### src/rtl/dsf_pkg.sv
`timescale 1ns / 1ps
`default_nettype none

package dsf_pkg;

    // operation kinds
    localparam logic [1:0] KIND_UPD64    = 2'd0;
    localparam logic [1:0] KIND_UPD16    = 2'd1;
    localparam logic [1:0] KIND_LZ_WRITE = 2'd2;
    localparam logic [1:0] KIND_COND     = 2'd3;

    // condition codes; 8..11 and 14 are undefined and test false
    localparam logic [3:0] COND_GE     = 4'h0;
    localparam logic [3:0] COND_L      = 4'h1;
    localparam logic [3:0] COND_G      = 4'h2;
    localparam logic [3:0] COND_LE     = 4'h3;
    localparam logic [3:0] COND_NZ     = 4'h4;
    localparam logic [3:0] COND_Z      = 4'h5;
    localparam logic [3:0] COND_NC     = 4'h6;
    localparam logic [3:0] COND_C      = 4'h7;
    localparam logic [3:0] COND_LNZ    = 4'hC;
    localparam logic [3:0] COND_LZ     = 4'hD;
    localparam logic [3:0] COND_ALWAYS = 4'hF;

    localparam int unsigned VALUE_W = 64;
    localparam int unsigned FLAGS_W = 7;

    // bit 0 carry up to bit 6 logic zero
    typedef struct packed {
        logic lzero;
        logic top2;
        logic above32;
        logic sign;
        logic zero;
        logic overflow;
        logic carry;
    } t_flags;

    typedef struct packed {
        logic [1:0]         kind;
        logic [VALUE_W-1:0] value;
        logic               carry_in;
        logic               overflow_in;
        logic               over_wide_in;
        logic               logic_zero_in;
        logic [3:0]         condition_code;
    } t_item;

endpackage

`default_nettype wire

### src/rtl/dsf_if.sv
`timescale 1ns / 1ps
`default_nettype none

interface dsf_item_if;
    import dsf_pkg::*;

    logic                      valid;
    logic                      ready;
    logic [1:0]                kind;
    logic signed [VALUE_W-1:0] value;
    logic                      carry_in;
    logic                      overflow_in;
    logic                      over_wide_in;
    logic                      logic_zero_in;
    logic [3:0]                condition_code;

    modport source (
        output valid, kind, value, carry_in, overflow_in, over_wide_in,
               logic_zero_in, condition_code,
        input  ready
    );
    modport sink (
        input  valid, kind, value, carry_in, overflow_in, over_wide_in,
               logic_zero_in, condition_code,
        output ready
    );
endinterface

interface dsf_result_if;
    import dsf_pkg::*;

    logic               valid;
    logic               ready;
    logic [FLAGS_W-1:0] flags;
    logic               condition_met;

    modport source (output valid, flags, condition_met, input ready);
    modport sink   (input valid, flags, condition_met, output ready);
endinterface

`default_nettype wire

### src/rtl/dsp_status_flags_and_condition_check_top.sv
// Path: an item passes the input register, then the result register; o_result.valid
//   rises as the item moves from the input register into the result register.
// Throughput: one item per cycle while the output is not stalled; the flag register is
//   updated as an item enters the result register, so the next item sees it at once.
// Reset: synchronous, active low; clears all seven flags and both valid bits.
`timescale 1ns / 1ps
`default_nettype none

module dsp_status_flags_and_condition_check_top (
    input  wire logic      i_clk,
    input  wire logic      i_rst_n,
    dsf_item_if.sink       i_item,
    dsf_result_if.source   o_result
);
    import dsf_pkg::*;

    logic   r_in_valid;
    t_item  r_in;
    logic   r_out_valid;
    t_flags r_out_flags;
    logic   r_out_met;
    t_flags r_flags;

    t_flags n_flags;
    logic   n_met;
    logic   out_ready;
    logic   advance;

    assign out_ready    = ~r_out_valid | o_result.ready;
    assign advance      = r_in_valid & out_ready;
    assign i_item.ready = ~r_in_valid | advance;

    dsf_flag_calc u_calc (
        .i_item  (r_in),
        .i_flags (r_flags),
        .o_flags (n_flags),
        .o_met   (n_met)
    );

    always_ff @(posedge i_clk) begin
        if (!i_rst_n) begin
            r_in_valid  <= 1'b0;
            r_out_valid <= 1'b0;
            r_flags     <= '0;
        end else begin
            if (i_item.ready) begin
                r_in_valid <= i_item.valid;
            end
            if (out_ready) begin
                r_out_valid <= r_in_valid;
            end
            if (advance) begin
                r_flags <= n_flags;
            end
        end
    end

    always_ff @(posedge i_clk) begin
        if (i_item.valid && i_item.ready) begin
            r_in.kind           <= i_item.kind;
            r_in.value          <= i_item.value;
            r_in.carry_in       <= i_item.carry_in;
            r_in.overflow_in    <= i_item.overflow_in;
            r_in.over_wide_in   <= i_item.over_wide_in;
            r_in.logic_zero_in  <= i_item.logic_zero_in;
            r_in.condition_code <= i_item.condition_code;
        end
        if (advance) begin
            r_out_flags <= n_flags;
            r_out_met   <= n_met;
        end
    end

    assign o_result.valid         = r_out_valid;
    assign o_result.flags         = r_out_flags;
    assign o_result.condition_met = r_out_met;

    // a shown result always carries the flags as they stand now
    a_out_matches_state: assert property (@(posedge i_clk) disable iff (!i_rst_n)
        r_out_valid |-> (r_out_flags == r_flags))
        else $error("result flags differ from flag register");

    // a condition check never alters the flags
    a_cond_keeps_flags: assert property (@(posedge i_clk) disable iff (!i_rst_n)
        (advance && r_in.kind == KIND_COND) |=> (r_flags == $past(r_flags)))
        else $error("condition check changed the flags");

    // a logic-zero write leaves the arithmetic flags alone
    a_lz_keeps_arith: assert property (@(posedge i_clk) disable iff (!i_rst_n)
        (advance && r_in.kind == KIND_LZ_WRITE) |=> $stable(r_flags[5:0]))
        else $error("logic-zero write changed arithmetic flags");

    a_reset_clears: assert property (@(posedge i_clk)
        !i_rst_n |=> (!r_out_valid && !r_in_valid && r_flags == '0))
        else $error("reset did not clear control state");

endmodule

`default_nettype wire

### src/rtl/dsf_flag_calc.sv
`timescale 1ns / 1ps
`default_nettype none

module dsf_flag_calc (
    input  dsf_pkg::t_item  i_item,
    input  dsf_pkg::t_flags i_flags,
    output dsf_pkg::t_flags o_flags,
    output logic            o_met
);
    import dsf_pkg::*;

    logic less;
    logic fits32;

    assign less = i_flags.overflow ^ i_flags.sign;
    // value fits in 32 bits when bits 63:31 all match the sign
    assign fits32 = (&i_item.value[63:31]) | ~(|i_item.value[63:31]);

    always_comb begin
        o_flags = i_flags;
        o_met   = 1'b0;
        case (i_item.kind)
            KIND_UPD64: begin
                o_flags.carry    = i_item.carry_in;
                o_flags.overflow = i_item.overflow_in;
                o_flags.zero     = ~(|i_item.value);
                o_flags.sign     = i_item.value[63];
                o_flags.above32  = ~fits32;
                o_flags.top2     = ~(i_item.value[31] ^ i_item.value[30]);
            end
            KIND_UPD16: begin
                o_flags.carry    = i_item.carry_in;
                o_flags.overflow = i_item.overflow_in;
                o_flags.zero     = ~(|i_item.value[15:0]);
                o_flags.sign     = i_item.value[15];
                o_flags.above32  = i_item.over_wide_in;
                o_flags.top2     = ~(i_item.value[15] ^ i_item.value[14]);
            end
            KIND_LZ_WRITE: begin
                o_flags.lzero = i_item.logic_zero_in;
            end
            default: begin
                case (i_item.condition_code)
                    COND_GE:     o_met = ~less;
                    COND_L:      o_met = less;
                    COND_G:      o_met = ~less & ~i_flags.zero;
                    COND_LE:     o_met = less | i_flags.zero;
                    COND_NZ:     o_met = ~i_flags.zero;
                    COND_Z:      o_met = i_flags.zero;
                    COND_NC:     o_met = ~i_flags.carry;
                    COND_C:      o_met = i_flags.carry;
                    COND_LNZ:    o_met = ~i_flags.lzero;
                    COND_LZ:     o_met = i_flags.lzero;
                    COND_ALWAYS: o_met = 1'b1;
                    default:     o_met = 1'b0;
                endcase
            end
        endcase
    end

endmodule

`default_nettype wire
### src/flat_wrapper.sv
// flat-port wrapper written by rule: the top's interface ports become plain ports
module dsp_status_flags_and_condition_check_top_flat import dsf_pkg::*;
  (i_clk, i_rst_n, i_item_valid, i_item_kind, i_item_value, i_item_carry_in, i_item_overflow_in, i_item_over_wide_in, i_item_logic_zero_in, i_item_condition_code, i_item_ready, o_result_valid, o_result_flags, o_result_condition_met, o_result_ready);
  dsf_item_if i_item_i ();
  dsf_result_if o_result_i ();
  input  wire logic i_clk;
  input  wire logic i_rst_n;
  input wire logic [$bits(i_item_i.valid)-1:0] i_item_valid;
  input wire logic [$bits(i_item_i.kind)-1:0] i_item_kind;
  input wire logic [$bits(i_item_i.value)-1:0] i_item_value;
  input wire logic [$bits(i_item_i.carry_in)-1:0] i_item_carry_in;
  input wire logic [$bits(i_item_i.overflow_in)-1:0] i_item_overflow_in;
  input wire logic [$bits(i_item_i.over_wide_in)-1:0] i_item_over_wide_in;
  input wire logic [$bits(i_item_i.logic_zero_in)-1:0] i_item_logic_zero_in;
  input wire logic [$bits(i_item_i.condition_code)-1:0] i_item_condition_code;
  output wire logic [$bits(i_item_i.ready)-1:0] i_item_ready;
  output wire logic [$bits(o_result_i.valid)-1:0] o_result_valid;
  output wire logic [$bits(o_result_i.flags)-1:0] o_result_flags;
  output wire logic [$bits(o_result_i.condition_met)-1:0] o_result_condition_met;
  input wire logic [$bits(o_result_i.ready)-1:0] o_result_ready;
  assign i_item_i.valid = i_item_valid;
  assign i_item_i.kind = i_item_kind;
  assign i_item_i.value = i_item_value;
  assign i_item_i.carry_in = i_item_carry_in;
  assign i_item_i.overflow_in = i_item_overflow_in;
  assign i_item_i.over_wide_in = i_item_over_wide_in;
  assign i_item_i.logic_zero_in = i_item_logic_zero_in;
  assign i_item_i.condition_code = i_item_condition_code;
  assign i_item_ready = i_item_i.ready;
  assign o_result_valid = o_result_i.valid;
  assign o_result_flags = o_result_i.flags;
  assign o_result_condition_met = o_result_i.condition_met;
  assign o_result_i.ready = o_result_ready;
  dsp_status_flags_and_condition_check_top u_core (.i_clk(i_clk), .i_rst_n(i_rst_n), .i_item(i_item_i), .o_result(o_result_i));
endmodule
### config.mk
export PLATFORM = sky130hd
export DESIGN_NAME = dsp_status_flags_and_condition_check_top_flat
export DESIGN_NICKNAME = d
export VERILOG_FILES = /design/src/rtl/dsf_pkg.sv /design/src/rtl/dsf_if.sv /design/src/rtl/dsp_status_flags_and_condition_check_top.sv /design/src/rtl/dsf_flag_calc.sv /design/src/flat_wrapper.sv
export SDC_FILE = /design/constraint.sdc
export NUM_CORES = 1
export LEC_CHECK = 0
export BUFFER_PORTS_ARGS = -buffer_cell sky130_fd_sc_hd__buf_2
export CAP_MARGIN = 0
export CORE_ASPECT_RATIO = 1.5
export CORE_MARGIN = 5
export CORE_UTILIZATION = 35
export DETAILED_ROUTE_END_ITERATION = 10
export HOLD_SLACK_MARGIN = 0.03
export SYNTH_ARGS = -nofsm -noshare
export SYNTH_HDL_FRONTEND = slang
export SYNTH_HIERARCHICAL = 1
export SYNTH_SLANG_ARGS = --single-unit
### constraint.sdc
create_clock -name i_clk -period 3.21 [get_ports i_clk]
set_input_delay 0.963 -clock i_clk [delete_from_list [all_inputs] [get_ports i_clk]]
set_output_delay 0.963 -clock i_clk [all_outputs]
set_load 0.005 [all_outputs]
==> After elaboration in Yosys (flattened, before gate mapping) <==
Index checks and enable logic that the tools add are counted.
Widths: inputs -> output; s select.
{ "word_totals": {"register_bits": 91, "in_bits": 78, "output_inout_bits": 10, "elab_cells": 68} }
{ "op_classes": {"eq_ne": 12, "muxes": 3, "bitwise_logic": 21, "reduce_logical": 8} }
{ "op_table": {"columns": ["op", "count"], "rows": [
  ["$reduce_or 64->1", 1],
  ["$reduce_and 33->1", 1],
  ["$reduce_or 33->1", 1],
  ["$eq 4x3->1 const B", 4],
  ["$reduce_or 16->1", 1],
  ["$eq 4x4->1 const B", 3],
  ["$not 1->1", 12],
  ["$pmux 6 s2", 1],
  ["$pmux 1 s11", 1],
  ["$eq 4x2->1 const B", 2],
  ["$eq 4x1->1 const B", 1],
  ["$logic_not 4->1", 1],
  ["$or 1x1->1", 4],
  ["$reduce_or 3->1", 1],
  ["$xor 1x1->1", 3],
  ["$and 1x1->1", 2],
  ["$eq 2x1->1 const B", 1],
  ["$eq 2x2->1 const B", 1],
  ["$logic_not 2->1", 1],
  ["$logic_and 1x1->1", 1],
  ["$mux 1", 1]
]} }

==> Depth between registers and ports, before layout <==
Gate-level depths: netlist of run 1.
{ "depth": {"depth_word": 5, "ltp_mapped": 8, "ltp_nobuf": 8} }

==> Cells and area by module <==
Netlist of run 1, hierarchy kept.
{ "by_module_without_submodules": {"columns": ["mod", "instances", "cells_per_inst", "area_each_um2", "seq_area_each_um2"], "rows": [
  ["dsp_status_flags_and_condition_check_top", 1, 122, 2840.2, 2642.5],
  ["dsf_flag_calc", 1, 81, 508.0, 0.0]
]} }

==> Least setup slack after synthesis of run 1 <==
Ideal clock, no wire load.
{ "synth_path": {"path_type": "input to register", "start": "input o_result_ready", "end": "register u_core/r_in[0] (netlist name) (enable)", "arrival_ns": 2.829, "slack_ns": -0.059, "stages": 3, "path_buffers": 0, "path_cell_list": "nor2b_4 nand2_1 and2_1"} }
{ "synth_via": {"elab_chain_len": 4} }
{ "synth_lines": {"columns": ["element", "line", "rtl"], "rows": [
  ["start: declaration", "flat_wrapper.sv:20", "input wire logic [$bits(o_result_i.ready)-1:0] o_result_ready;"],
  ["$or 1x1->1", "dsp_status_flags_and_condition_check_top.sv:29", "assign out_ready = ~r_out_valid | o_result.ready;"],
  ["$and 1x1->1", "dsp_status_flags_and_condition_check_top.sv:30", "assign advance = r_in_valid & out_ready;"],
  ["$or 1x1->1", "dsp_status_flags_and_condition_check_top.sv:31", "assign i_item.ready = ~r_in_valid | advance;"],
  ["via i_item_ready", "flat_wrapper.sv:16", "output wire logic [$bits(i_item_i.ready)-1:0] i_item_ready;"],
  ["$logic_and 1x1->1", "dsp_status_flags_and_condition_check_top.sv:59", "if (i_item.valid && i_item.ready) begin"],
  ["end: declaration", "dsp_status_flags_and_condition_check_top.sv:18", "t_item r_in;"]
]} }
The timed path passes the listed nets, and every way through them passes these cells.
A chain may end at the register's enable or synchronous reset.

==> Worst setup path in the final report of run 1 <==
{ "layout_path": {"start": "input o_result_ready", "end": "output i_item_ready"} }
{ "layout_via": {"elab_chain_len": 3} }
{ "layout_lines": {"columns": ["element", "line"], "rows": [
  ["$or 1x1->1", "dsp_status_flags_and_condition_check_top.sv:29"],
  ["$and 1x1->1", "dsp_status_flags_and_condition_check_top.sv:30"],
  ["$or 1x1->1", "dsp_status_flags_and_condition_check_top.sv:31"],
  ["end: declaration", "flat_wrapper.sv:16"]
]} }
Every way passes these cells.

==> results of run 1 <==
[report_power, final]
part           switching [mW]  internal [mW]  total [mW]
Sequential             0.0305           1.37        1.40
Combinational          0.0628         0.0632       0.126
Clock                   0.440          0.535       0.975
[worst max-delay path by stage]
stage                           endpoint  slack, ns            from  cells past startpoint
after CTS                   i_item_ready       0.80  o_result_ready                      4
after floorplan           u_core/r_in[0]       0.75  o_result_ready                      3
after detailed placement    i_item_ready       0.81  o_result_ready                      4
final                       i_item_ready       0.81  o_result_ready                      4
after global placement      i_item_ready       0.81  o_result_ready                      4
after global routing        i_item_ready       0.79  o_result_ready                      4
[state kept, by name, indices dropped and copies added, names as in the netlist]
register                       count
u_core/o_result.flags              7
u_core/r_flags                     7
u_core/r_in                       74
u_core/o_result.condition_met      1
u_core/r_in_valid                  1
u_core/o_result.valid              1
[cell usage in the layout (no fill, tap or decap), types with 4 or more instances in the layout]
cell / synthesis / routed
buf_2: 1 / 87
edfxtp_1: 82 / 82
nand2_1: 25 / 25
nor4_1: 16 / 16
clkbuf_16: 0 / 9
mux2i_1: 9 / 9
dfxtp_1: 9 / 9
nand4_1: 8 / 8
a21oi_1: 7 / 7
inv_1: 6 / 6
inv_6: 0 / 4
o21ai_0: 4 / 4
mux2_2: 4 / 4
[cell type report]
type | count | share of cell area, %
clock buffer | 9 | 5.367
clock inverter | 7 | 1.371
inverter | 7 | 0.6261
multi-input combinational | 100 | 15.47
sequential | 91 | 62.97
tap | 112 | 3.339
timing repair buffer | 88 | 10.85
[logic make-up (layout without fill, tap and decap cells)]
family | count (synthesis) | count (layout) | share of synthesized area, %
adders and majority gates | 2 | 2 | 0.7473
DFF | 91 | 91 | 78.92
AOI/OAI and AO/OA | 19 | 19 | 3.513
xor gates and xnor gates | 1 | 1 | 0.2616
buffers and inverters | 12 | 111 | 1.756
muxes | 13 | 13 | 4.036
and+or+nand+nor | 65 | 65 | 10.76
[routing by layer]
layer  vias up  share of wire, %  track usage, %
met3         9               5.4           3.057
met5         -                 0               0
met4         0               2.2           6.573
li1        981                 -               -
met2        56                55           19.91
met1       923                37           11.58
[metrics by stage]
step           utilization, %  setup slack [ns]
2_1_floorplan               -            0.7484
3_3_place_gp            42.05            0.8086
3_5_place_dp            42.05            0.8071
4_1_cts                 45.09            0.8027
5_1_grt                 45.09            0.7870
6_report                45.09            0.8119
[worst max-delay path, stage by stage]
cell and delay (ns):
buf_2 0.11, nor2b_4 0.15, nand2_1 0.08, buf_2 0.13
==> impl_table.tex, run 1 <==
\begin{tabular}{lr}
\hline
Metric & Value \\
\hline
\multicolumn{2}{l}{\textbf{Outcome}} \\
\quad Status & complete, no violations \\
\multicolumn{2}{l}{\textbf{STA}} \\
\quad Max-slew violations & 0 \\
\quad Clock Skew & 0.006357 ns \\
\quad Final clock period utilization by the worst path & 74.71\% \\
\quad Shortest period the worst path allows & 2.398 ns \\
\quad Max\_slew headroom & 43.24\% \\
\quad Setup violators final & 0 \\
\quad Max frequency & $\sim$420 MHz \\
\quad Final Hold Violating Endpoints & 0 \\
\quad Total negative slack for setup checks & 0 ns \\
\quad Transition at the pin with the smallest max-transition slack & 0.8475 ns \\
\quad Unrepaired setup endpoints after global routing & no \\
\quad Final worst hold slack & approximately 0.46 ns \\
\multicolumn{2}{l}{\textbf{Detailed routing}} \\
\quad Pre-antenna DRT Iters & 5 \\
\quad Routed Antenna Nets & 0 \\
\quad Detailed-route wire length per cell & 14.73 µm \\
\quad Residual DRC & 0 \\
\quad Count of vias placed by the detailed router & around 2000 \\
\quad Drt via density & 4.756 \\
\quad Initial DRC Count & 104 \\
\quad Routed Wire Length & 6100 µm \\
\multicolumn{2}{l}{\textbf{Worst hold path}} \\
\quad Min-Delay Path Class & reg -> reg \\
\quad Min-Delay Startpoint & u\_core/r\_flags[5] \\
\quad Worst hold path cell count & 2 \\
\quad Terminating pin of the worst hold path & u\_core/r\_flags[5] \\
\multicolumn{2}{l}{\textbf{Synthesis}} \\
\quad Number of synthesized register bits & 91 \\
\quad Count of flip-flops with a built-in enable after synthesis & 82 \\
\quad Post-synthesis cell type with the largest combined area & edfxtp\_1 \\
\quad Leading cell type by number of instances after synthesis & edfxtp\_1 \\
\quad Flip-flop cell with the highest count after synthesis & edfxtp\_1 \\
\quad Post-synthesis instance area & 3348 µm² \\
\quad Synth top area share & 73.54\% \\
\quad Part of the Yosys area used for sequential elements & 78.92\% \\
\quad Number of instances in the synthesized netlist & $\sim$200 \\
\quad Number of warning messages in the yosys log & 6 \\
\quad Commonest cells in the synthesized netlist & 82 x edfxtp\_1, 25 x nand2\_1, 16 x nor4\_1 \\
\quad Post-Synthesis Net Count & roughly 280 \\
\quad Synth unique cells & 38 \\
\quad Async set-reset flop share out of synthesis & 0\% \\
\quad Synth area leaders & edfxtp\_1 74\%, dfxtp\_1 5.4\%, nor4\_1 3.0\% \\
\quad Mapped Avg Cell Area & between 15 and 20 µm² \\
\multicolumn{2}{l}{\textbf{Clock network}} \\
\quad Post-CTS sizing & 0 \\
\quad Clock tree root driver cell & clkbuf\_16 \\
\quad Number of setup buffers added after CTS & 0 \\
\quad Clock-pin slew on the worst setup and hold paths & 0.07 ns \\
\quad Clock H-tree levels & 3 \\
\quad CTS Buf Count & 9 \\
\quad Buffer depth of the longest clock path & 2 \\
\quad Number of buffers added to fix hold violations after cts & 0 \\
\quad Number of sinks on the clock net & 91 \\
\quad CTS tree & yes \\
\quad Skew-Pair Late Insertion Delay & 0.33 ns \\
\multicolumn{2}{l}{\textbf{Setup path}} \\
\quad Crit. End Element & output port \\
\quad Critical setup path kind & in -> out \\
\quad Maximum fanout along the worst path & 4 \\
\quad CP required & approximately 2.3 ns \\
\quad Source of the worst register-to-register timing path & u\_core/r\_in[58] \\
\quad Terminus of the critical flop-to-flop path & u\_core/r\_flags[2] \\
\quad Logic depth of the worst register-to-register path & 7 \\
\quad Slack of the worst reg-to-reg path & between 1 and 1.5 ns \\
\quad CP startpoint kind & primary input \\
\quad Data arrival time of the critical path & 1.44 ns \\
\multicolumn{2}{l}{\textbf{Finish}} \\
\quad Design Area, Final & 4197 µm² \\
\quad Area of combinational cells with multiple inputs & about 650 µm² \\
\quad Layout cells sized above 1 & 38.08\% \\
\quad Filler cell count & 827 \\
\quad Seq. cell area & 2643 µm² \\
\quad N\_diodes & 0 \\
\quad Cell Count, Final, Fillers Out & 414 \\
\quad Final net count & 377 \\
\quad Area growth from synthesis to layout & 25.34\% \\
\multicolumn{2}{l}{\textbf{GRT}} \\
\quad Vias in the first global route & 2101 \\
\quad Number of antenna violations at the first check in global routing & 0 \\
\quad Global-route usage over all layers & 11.09\% \\
\quad Remaining global-route overflow & 0 \\
\quad Global-route wire length before repair & between 9000 and 10000 µm \\
\quad Largest net degree at the start of global routing & approximately 60 \\
\multicolumn{2}{l}{\textbf{Die}} \\
\quad Initial Utilization & between 30\% and 40\% \\
\quad Die height & 129.8 µm \\
\quad Number of rows in the core area & 43 \\
\quad Area of the die & 11660 µm² \\
\quad Die Wd & approximately 90 µm \\
\quad Floorplan core area & 9308 µm² \\
\quad Number of I/O pins & 88 \\
\multicolumn{2}{l}{\textbf{Place}} \\
\quad Global placement routability congestion & 0.7293 \\
\quad Post-Place Cell Area & 3914 µm² \\
\quad Port Buf Inserts & 87 \\
\quad Cells after DPL & 398 \\
\quad DPL Wire Length & $\sim$4600 µm \\
\multicolumn{2}{l}{\textbf{Run}} \\
\quad Number of max-capacitance violations reported & 0 \\
\multicolumn{2}{l}{\textbf{Pwr}} \\
\quad Worst IR Drop VDD & 0.3533 mV \\
\quad P\_leak & around 1.6 nW \\
\quad Power density normalized to cell area & 595.2 nW/µm² \\
\quad Total Power & 2.498 mW \\
\hline
\end{tabular}
No activity file was read; power rests on OpenSTA's default activity.
==> inputs of run 2 (changes only) <==
==> constraint.sdc (replaced) <==
create_clock -name i_clk -period 2 [get_ports i_clk]
set_input_delay 0.6 -clock i_clk [delete_from_list [all_inputs] [get_ports i_clk]]
set_output_delay 0.6 -clock i_clk [all_outputs]
set_load 0.005 [all_outputs]
==> run 2 against run 1 <==
Global-route usage grew 0.13 points. Flip-flop and latch count is the same. Via count grew 0.51%. Combinational power grew 62%. Worst setup slack lost 0.52 ns. Critical path type is now reg -> reg. Highest routed layer unchanged.
==> impl_table.tex, run 2 (same netlist as run 1, synthesis figures left out) <==
\begin{tabular}{lr}
\hline
Metric & Value \\
\hline
\multicolumn{2}{l}{\textbf{Finish}} \\
\quad Layout cells sized above 1 & 38.03\% (-0.047 points) \\
\quad Number of flip-flops in the largest register & 74 (unchanged) \\
\quad Most frequent standard cell in the layout excluding fill and tap cells & buf\_2 \\
\quad Commonest non-fill, non-tap cells in the layout & 87 x buf\_2, 82 x edfxtp\_1, 25 x nand2\_1, 15 x nor4\_1 \\
\quad Area growth from synthesis to layout & 25.15\% \\
\quad N\_diodes & 0 (unchanged) \\
\quad Final net count & 380 (+0.80\%) \\
\quad Cell Count, Final, Fillers Out & 417 (+0.72\%) \\
\quad Design Area, Final & 4190 µm² (-0.15\%) \\
\quad Top reg by flops & u\_core/r\_in \\
\multicolumn{2}{l}{\textbf{Pwr}} \\
\quad Worst IR Drop VDD & 0.5102 mV (+44\%) \\
\quad Internal power component & 3.120 mW (+59\%) \\
\quad P\_leak & 1.581 nW (+0.84\%) \\
\quad Power density normalized to cell area & 932.5 nW/µm² (+57\%) \\
\quad Sw Ratio & 20.15\% (-1.2 points) \\
\quad Proportion of power drawn by combinational gates & 5.2\% (+0.2 points) \\
\quad Switching power summed over all nets & 0.7873 mW (+48\%) \\
\quad Sequential fraction of design power & 57.4\% (+1.5 points) \\
\quad Fraction of power consumed by the clock network & 37.4\% (-1.6 points) \\
\multicolumn{2}{l}{\textbf{Clock network}} \\
\quad Number of sinks on the clock net & 91 (unchanged) \\
\quad Clock H-tree levels & 3 (unchanged) \\
\quad CTS tree & yes \\
\quad CTS Buf Count & 9 (unchanged) \\
\quad Buffer depth of the longest clock path & 2 (unchanged) \\
\quad Number of setup buffers added after CTS & 0 (unchanged) \\
\quad Clock-pin slew on the worst setup and hold paths & 0.06 ns (about the same) \\
\quad Clock tree root driver cell & clkbuf\_16 \\
\quad Skew-Pair Late Insertion Delay & 0.33 ns (about the same) \\
\multicolumn{2}{l}{\textbf{Die}} \\
\quad Floorplan core area & 9308 µm² (unchanged) \\
\quad Area of the die & 11660 µm² (unchanged) \\
\quad Number of I/O pins & 88 (unchanged) \\
\quad Number of rows in the core area & 43 (unchanged) \\
\quad Initial Utilization & 35.97\% (unchanged) \\
\quad Die height & 129.8 µm (unchanged) \\
\quad Die Wd & 89.86 µm (unchanged) \\
\multicolumn{2}{l}{\textbf{Detailed routing}} \\
\quad Detailed-route wire length per cell & 14.88 µm (+0.96\%) \\
\quad Initial DRC Count & 114 (+9.6\%) \\
\quad Pre-antenna DRT Iters & 4 (-1) \\
\quad Routed Antenna Nets & 0 (unchanged) \\
\quad Residual DRC & 0 (unchanged) \\
\quad Drt via density & 4.746 (-0.22\%) \\
\quad Count of vias placed by the detailed router & 1979 (+0.51\%) \\
\quad Routed Wire Length & 6203 µm (+1.7\%) \\
\multicolumn{2}{l}{\textbf{STA}} \\
\quad Max-slew violations & 0 (unchanged) \\
\quad Unrepaired setup endpoints after global routing & no \\
\quad Clock Skew & 0.006688 ns (+0.0003313 ns) \\
\quad Max frequency & 584.7 MHz \\
\quad Setup violators final & 0 (unchanged) \\
\quad Transition at the pin with the smallest max-transition slack & 0.9176 ns (+0.07005 ns) \\
\quad Max\_slew headroom & 38.83\% (-4.4 points) \\
\quad Final clock period utilization by the worst path & around 86\% \\
\quad Final Hold Violating Endpoints & 0 (unchanged) \\
\quad Shortest period the worst path allows & $\sim$1.7 ns \\
\multicolumn{2}{l}{\textbf{Outcome}} \\
\quad Status & complete, no violations \\
\multicolumn{2}{l}{\textbf{Setup path}} \\
\quad Crit. End Element & register \\
\quad Worst Setup SP & u\_core/r\_in[58] \\
\quad Slack of the worst reg-to-reg path & 0.29 ns (-1.14 ns) \\
\quad Critical setup path kind & reg -> reg \\
\quad Maximum fanout along the worst path & 2 (-2) \\
\quad CP startpoint kind & register \\
\quad Data arrival time of the critical path & 1.97 ns (+0.53 ns) \\
\quad CP required & 2.26 ns (about the same) \\
\quad Source of the worst register-to-register timing path & u\_core/r\_in[58] \\
\multicolumn{2}{l}{\textbf{GRT}} \\
\quad Global-route wire length before repair & 9922 µm (+0.50\%) \\
\quad Remaining global-route overflow & 0 (unchanged) \\
\quad Number of antenna violations at the first check in global routing & 0 (unchanged) \\
\quad Global-route usage over all layers & 11.22\% (+0.13 points) \\
\quad Vias in the first global route & 2095 (-0.29\%) \\
\quad Largest net degree at the start of global routing & 75 (+23\%) \\
\multicolumn{2}{l}{\textbf{Worst hold path}} \\
\quad Min-Delay Path Class & in -> reg \\
\quad Min-Delay Startpoint & i\_item\_value[13] \\
\multicolumn{2}{l}{\textbf{Place}} \\
\quad DPL Wire Length & 4650 µm (+0.66\%) \\
\quad Post-Place Cell Area & 3924 µm² (+0.26\%) \\
\quad Port Buf Inserts & 87 (unchanged) \\
\quad Cells after DPL & 401 (+0.75\%) \\
\quad Global placement routability congestion & 0.7506 (+2.9\%) \\
\multicolumn{2}{l}{\textbf{Run}} \\
\quad Number of max-capacitance violations reported & 0 (unchanged) \\
\hline
\end{tabular}
run 2: what timing repair did:
item / in CTS / in global routing
endpoints found under the setup margin: 0 / 1
hold buffers: 0 / 0
resized for setup: 0 / 1
run 2: path summary, 6_finish.rpt:
check             cells past startpoint           endpoint
setup reg to reg                      7  u_core/r_flags[2]
hold / removal                        1    u_core/r_in[21]
hold reg to reg                       2  u_core/r_flags[5]
setup / recovery                      7  u_core/r_flags[2]
run 2: power by group through the flow:
stage               combinational [mW]  clock [mW]  sequential (mW)
floorplan                       0.0990           0             2.27
global placement                 0.204           0             2.28
detailed placement               0.209           0             2.28
CTS                              0.210        1.51             2.24
global route                     0.231        1.59             2.26
finish                           0.204        1.46             2.24
run 2: worst max-delay path: stages, from the launching register on:
cell,delay (ns)
edfxtp_1,0.41
nor4_1,0.29
nand2_1,0.11
nor4_2,0.32
a21oi_1,0.13
o21ai_1,0.19
nand2_1,0.07
mux2i_1,0.13
run 2: routing by layer:
metal / vias up / share of wire (%) / GRT usage, %
met2: 65 / 57 / 20.69
li1: 984 / - / -
met1: 924 / 36 / 10.89
met4: 0 / 1.5 / 5.521
met3: 6 / 6.0 / 4.383
met5: - / 0 / 0
run 2: layout make-up:
cell class	count	area, µm²
Sequential cell	91	2643
Multi-Input combinational cell	100	655.6
Tap cell	112	140.1
Timing Repair Buffer	91	465.4
Fill cell	854	5117
Inverter	7	26.28
Clock inverter	7	35.03
Clock buffer	9	225.2
run 2: per-stage QoR:
stage | TNS, ns | utilization [%] | setup slack (ns) | hold WS, ns | power (mW)
floorplan | 0 | - | 0.2807 | 0.4348 | 2.367
detailed placement | -0.2612 | 42.16 | -0.008292 | 0.4559 | 2.494
global placement | 0 | 42.16 | 0.02314 | 0.4435 | 2.484
finish | 0 | 45.02 | 0.2897 | 0.4441 | 3.907
CTS | 0 | 44.95 | 0.2608 | 0.4257 | 3.969
global route | 0 | 45.02 | 0.04924 | 0.4211 | 4.073
==> inputs of run 3 (changes only) <==
==> constraint.sdc (replaced) <==
create_clock -name i_clk -period 2 [get_ports i_clk]
set_input_delay 0.2 -clock i_clk [delete_from_list [all_inputs] [get_ports i_clk]]
set_output_delay 0.2 -clock i_clk [all_outputs]
set_load 0.005 [all_outputs]
==> run 3 against run 2 <==
Flip-flop and latch count did not move. Combinational power is 12% higher. Power rose by 1.3%. Final area grew 2.4%. Register-to-register slack gained 0.06 ns. Core utilization up 1.1 points.
==> impl_table.tex, run 3 (same netlist as run 1, synthesis figures left out) <==
\begin{tabular}{lr}
\hline
Metric & Value \\
\hline
\multicolumn{2}{l}{\textbf{Pwr}} \\
\quad Switching power summed over all nets & 0.8037 mW (+2.1\%) \\
\quad Fraction of power consumed by the clock network & 37.6\% (+0.2 points) \\
\quad Worst IR Drop VDD & 0.6375 mV (+25\%) \\
\quad P\_leak & 1.612 nW (+2.0\%) \\
\quad Proportion of power drawn by combinational gates & 5.8\% (+0.6 points) \\
\quad Sw Ratio & 20.31\% (+0.16 points) \\
\quad Sequential fraction of design power & 56.7\% (-0.7 points) \\
\quad Internal power component & 3.153 mW (+1.0\%) \\
\quad Power density normalized to cell area & 922.1 nW/µm² (-1.1\%) \\
\multicolumn{2}{l}{\textbf{Setup path}} \\
\quad Crit. End Element & register \\
\quad Maximum single-stage delay on the critical path & 0.40 ns (about the same) \\
\quad CP startpoint kind & register \\
\quad Critical path cell sequence & nor4\_1, nand2\_1, nor4\_2, a21oi\_1, o21ai\_1, nand2\_1, mux2i\_1 \\
\quad Critical setup path kind & reg -> reg \\
\quad Critical-path top delay cell & edfxtp\_1 \\
\quad Data arrival time of the critical path & 1.91 ns (-0.06 ns) \\
\quad Family of cells with the greatest summed delay on the critical path & simple AND/OR/NAND/NOR gates \\
\quad Count of buffer and inverter cells on the critical path & 0 (unchanged) \\
\quad Cell seen most often among critical-path stages & nand2\_1 \\
\quad CP required & 2.26 ns (about the same) \\
\quad Maximum fanout along the worst path & 2 (unchanged) \\
\multicolumn{2}{l}{\textbf{Die}} \\
\quad Number of I/O pins & 88 (unchanged) \\
\quad Die height & 129.8 µm (unchanged) \\
\quad Initial Utilization & 35.97\% (unchanged) \\
\quad Number of rows in the core area & 43 (unchanged) \\
\quad Area of the die & 11660 µm² (unchanged) \\
\quad Die Wd & 89.86 µm (unchanged) \\
\quad Floorplan core area & 9308 µm² (unchanged) \\
\multicolumn{2}{l}{\textbf{Detailed routing}} \\
\quad Routed Antenna Nets & 0 (unchanged) \\
\quad Pre-antenna DRT Iters & 4 (unchanged) \\
\quad Residual DRC & 0 (unchanged) \\
\quad Detailed-route wire length per cell & 15.36 µm (+3.3\%) \\
\quad Initial DRC Count & 114 (unchanged) \\
\quad Count of vias placed by the detailed router & 2004 (+1.3\%) \\
\quad Routed Wire Length & 6528 µm (+5.2\%) \\
\quad Drt via density & 4.715 (-0.64\%) \\
\multicolumn{2}{l}{\textbf{Finish}} \\
\quad N\_diodes & 0 (unchanged) \\
\quad Layout cells sized above 1 & 36.74\% (-1.3 points) \\
\quad Number of flip-flops in the largest register & 74 (unchanged) \\
\quad Final net count & 388 (+2.1\%) \\
\quad Area growth from synthesis to layout & 28.14\% \\
\quad Most frequent standard cell in the layout excluding fill and tap cells & buf\_2 \\
\quad Top reg by flops & u\_core/r\_in \\
\quad Layout Utilization & 46.09\% (+1.1 points) \\
\quad Commonest non-fill, non-tap cells in the layout & 87 x buf\_2, 82 x edfxtp\_1, 25 x nand2\_1, 16 x nor4\_1 \\
\multicolumn{2}{l}{\textbf{Clock network}} \\
\quad Clock-pin slew on the worst setup and hold paths & 0.06 ns (about the same) \\
\quad Clock H-tree levels & 3 (unchanged) \\
\quad Clock tree root driver cell & clkbuf\_16 \\
\quad Number of setup buffers added after CTS & 0 (unchanged) \\
\quad Number of sinks on the clock net & 91 (unchanged) \\
\quad Buffer depth of the longest clock path & 2 (unchanged) \\
\quad Skew-Pair Late Insertion Delay & 0.33 ns (about the same) \\
\quad CTS Buf Count & 9 (unchanged) \\
\quad CTS tree & yes \\
\multicolumn{2}{l}{\textbf{STA}} \\
\quad Transition at the pin with the smallest max-transition slack & 0.4193 ns (-0.4982 ns) \\
\quad Total negative slack for setup checks & 0 ns (unchanged) \\
\quad Clock Skew & 0.006167 ns (-0.0005218 ns) \\
\quad Max-slew violations & 0 (unchanged) \\
\quad Shortest period the worst path allows & 1.652 ns (-0.05866 ns) \\
\quad Final Hold Violating Endpoints & 0 (unchanged) \\
\quad Unrepaired setup endpoints after global routing & no \\
\quad Max\_slew headroom & 71.97\% (+33 points) \\
\quad Max frequency & 605.5 MHz (+3.6\%) \\
\quad Setup violators final & 0 (unchanged) \\
\quad Final clock period utilization by the worst path & 82.58\% (-2.9 points) \\
\multicolumn{2}{l}{\textbf{GRT}} \\
\quad Vias in the first global route & 2132 (+1.8\%) \\
\quad Global-route wire length before repair & 10240 µm (+3.2\%) \\
\quad Remaining global-route overflow & 0 (unchanged) \\
\quad Number of antenna violations at the first check in global routing & 0 (unchanged) \\
\quad Largest net degree at the start of global routing & 48 (-36\%) \\
\quad Global-route usage over all layers & 11.58\% (+0.36 points) \\
\multicolumn{2}{l}{\textbf{Place}} \\
\quad DPL Wire Length & 4884 µm (+5.0\%) \\
\quad Port Buf Inserts & 87 (unchanged) \\
\quad Global placement routability congestion & 0.7319 (-2.5\%) \\
\multicolumn{2}{l}{\textbf{Outcome}} \\
\quad Status & complete, no violations \\
\multicolumn{2}{l}{\textbf{Run}} \\
\quad Number of max-capacitance violations reported & 0 (unchanged) \\
\multicolumn{2}{l}{\textbf{Worst hold path}} \\
\quad Min-Delay Path Class & in -> reg \\
\hline
\end{tabular}
run 3: changes by cell type in the layout (fill, tap and decap cells not counted):
cell	delta
nor4_2	-1
clkbuf_1	+3
clkinv_2	-3
clkinv_1	-2
nor4_1	+1
clkinvlp_4	+2
buf_12	+2
buf_4	-1
dlygate4sd3_1	+7
run 3: metrics by stage:
stage	cell area [µm²]	power, mW	setup WS [ns]	hold WS (ns)	instances
after floorplan	3349	2.367	0.09864	0.2989	203
after global placement	3956	2.497	0.3957	0.3766	402
after detailed placement	3956	2.504	0.3320	0.3781	402
after CTS	4220	3.983	0.3186	0.03075	418
after global routing	4290	4.115	0.09660	0.02839	425
final	4290	3.956	0.3483	0.04301	425
run 3: path summary, 6_finish.rpt:
kind                     startpoint                end  slack (ns)  depth (start not counted)
setup / recovery    u_core/r_in[61]  u_core/r_flags[2]        0.35                          7
hold / removal     i_item_value[46]    u_core/r_in[54]        0.04                          1
setup reg to reg    u_core/r_in[61]  u_core/r_flags[2]        0.35                          7
hold reg to reg   u_core/r_flags[5]  u_core/r_flags[5]        0.46                          2
run 3: power by group through the flow:
stage | combinational [mW] | sequential, mW | clock (mW)
floorplan | 0.0982 | 2.27 | 0
global placement | 0.215 | 2.28 | 0
detailed placement | 0.220 | 2.28 | 0
CTS | 0.221 | 2.24 | 1.52
global route | 0.254 | 2.25 | 1.61
finish | 0.228 | 2.24 | 1.49
run 3: repair_timing:
action | CTS | global route
endpoints found under the hold margin | 0 | 7
hold buffers | 0 | 7
setup endpoints to repair | 0 | 0
resized for setup | 0 | 0
run 3: final cells by class:
class	count	area [µm²]
Timing Repair Buffer	99	568.0
Multi-Input combinational cell	100	649.4
Inverter	7	26.28
Fill cell	846	5017
Sequential cell	91	2643
Tap cell	112	140.1
Clock inverter	4	27.53
Clock buffer	12	236.5
run 3: layer usage:
layer	vias up	wire length, µm	track usage (%)
li1	1000	-	-
met1	945	2500	12.39
met5	-	0	0
met4	0	104	6.310
met3	5	292	3.287
met2	54	3631	20.65
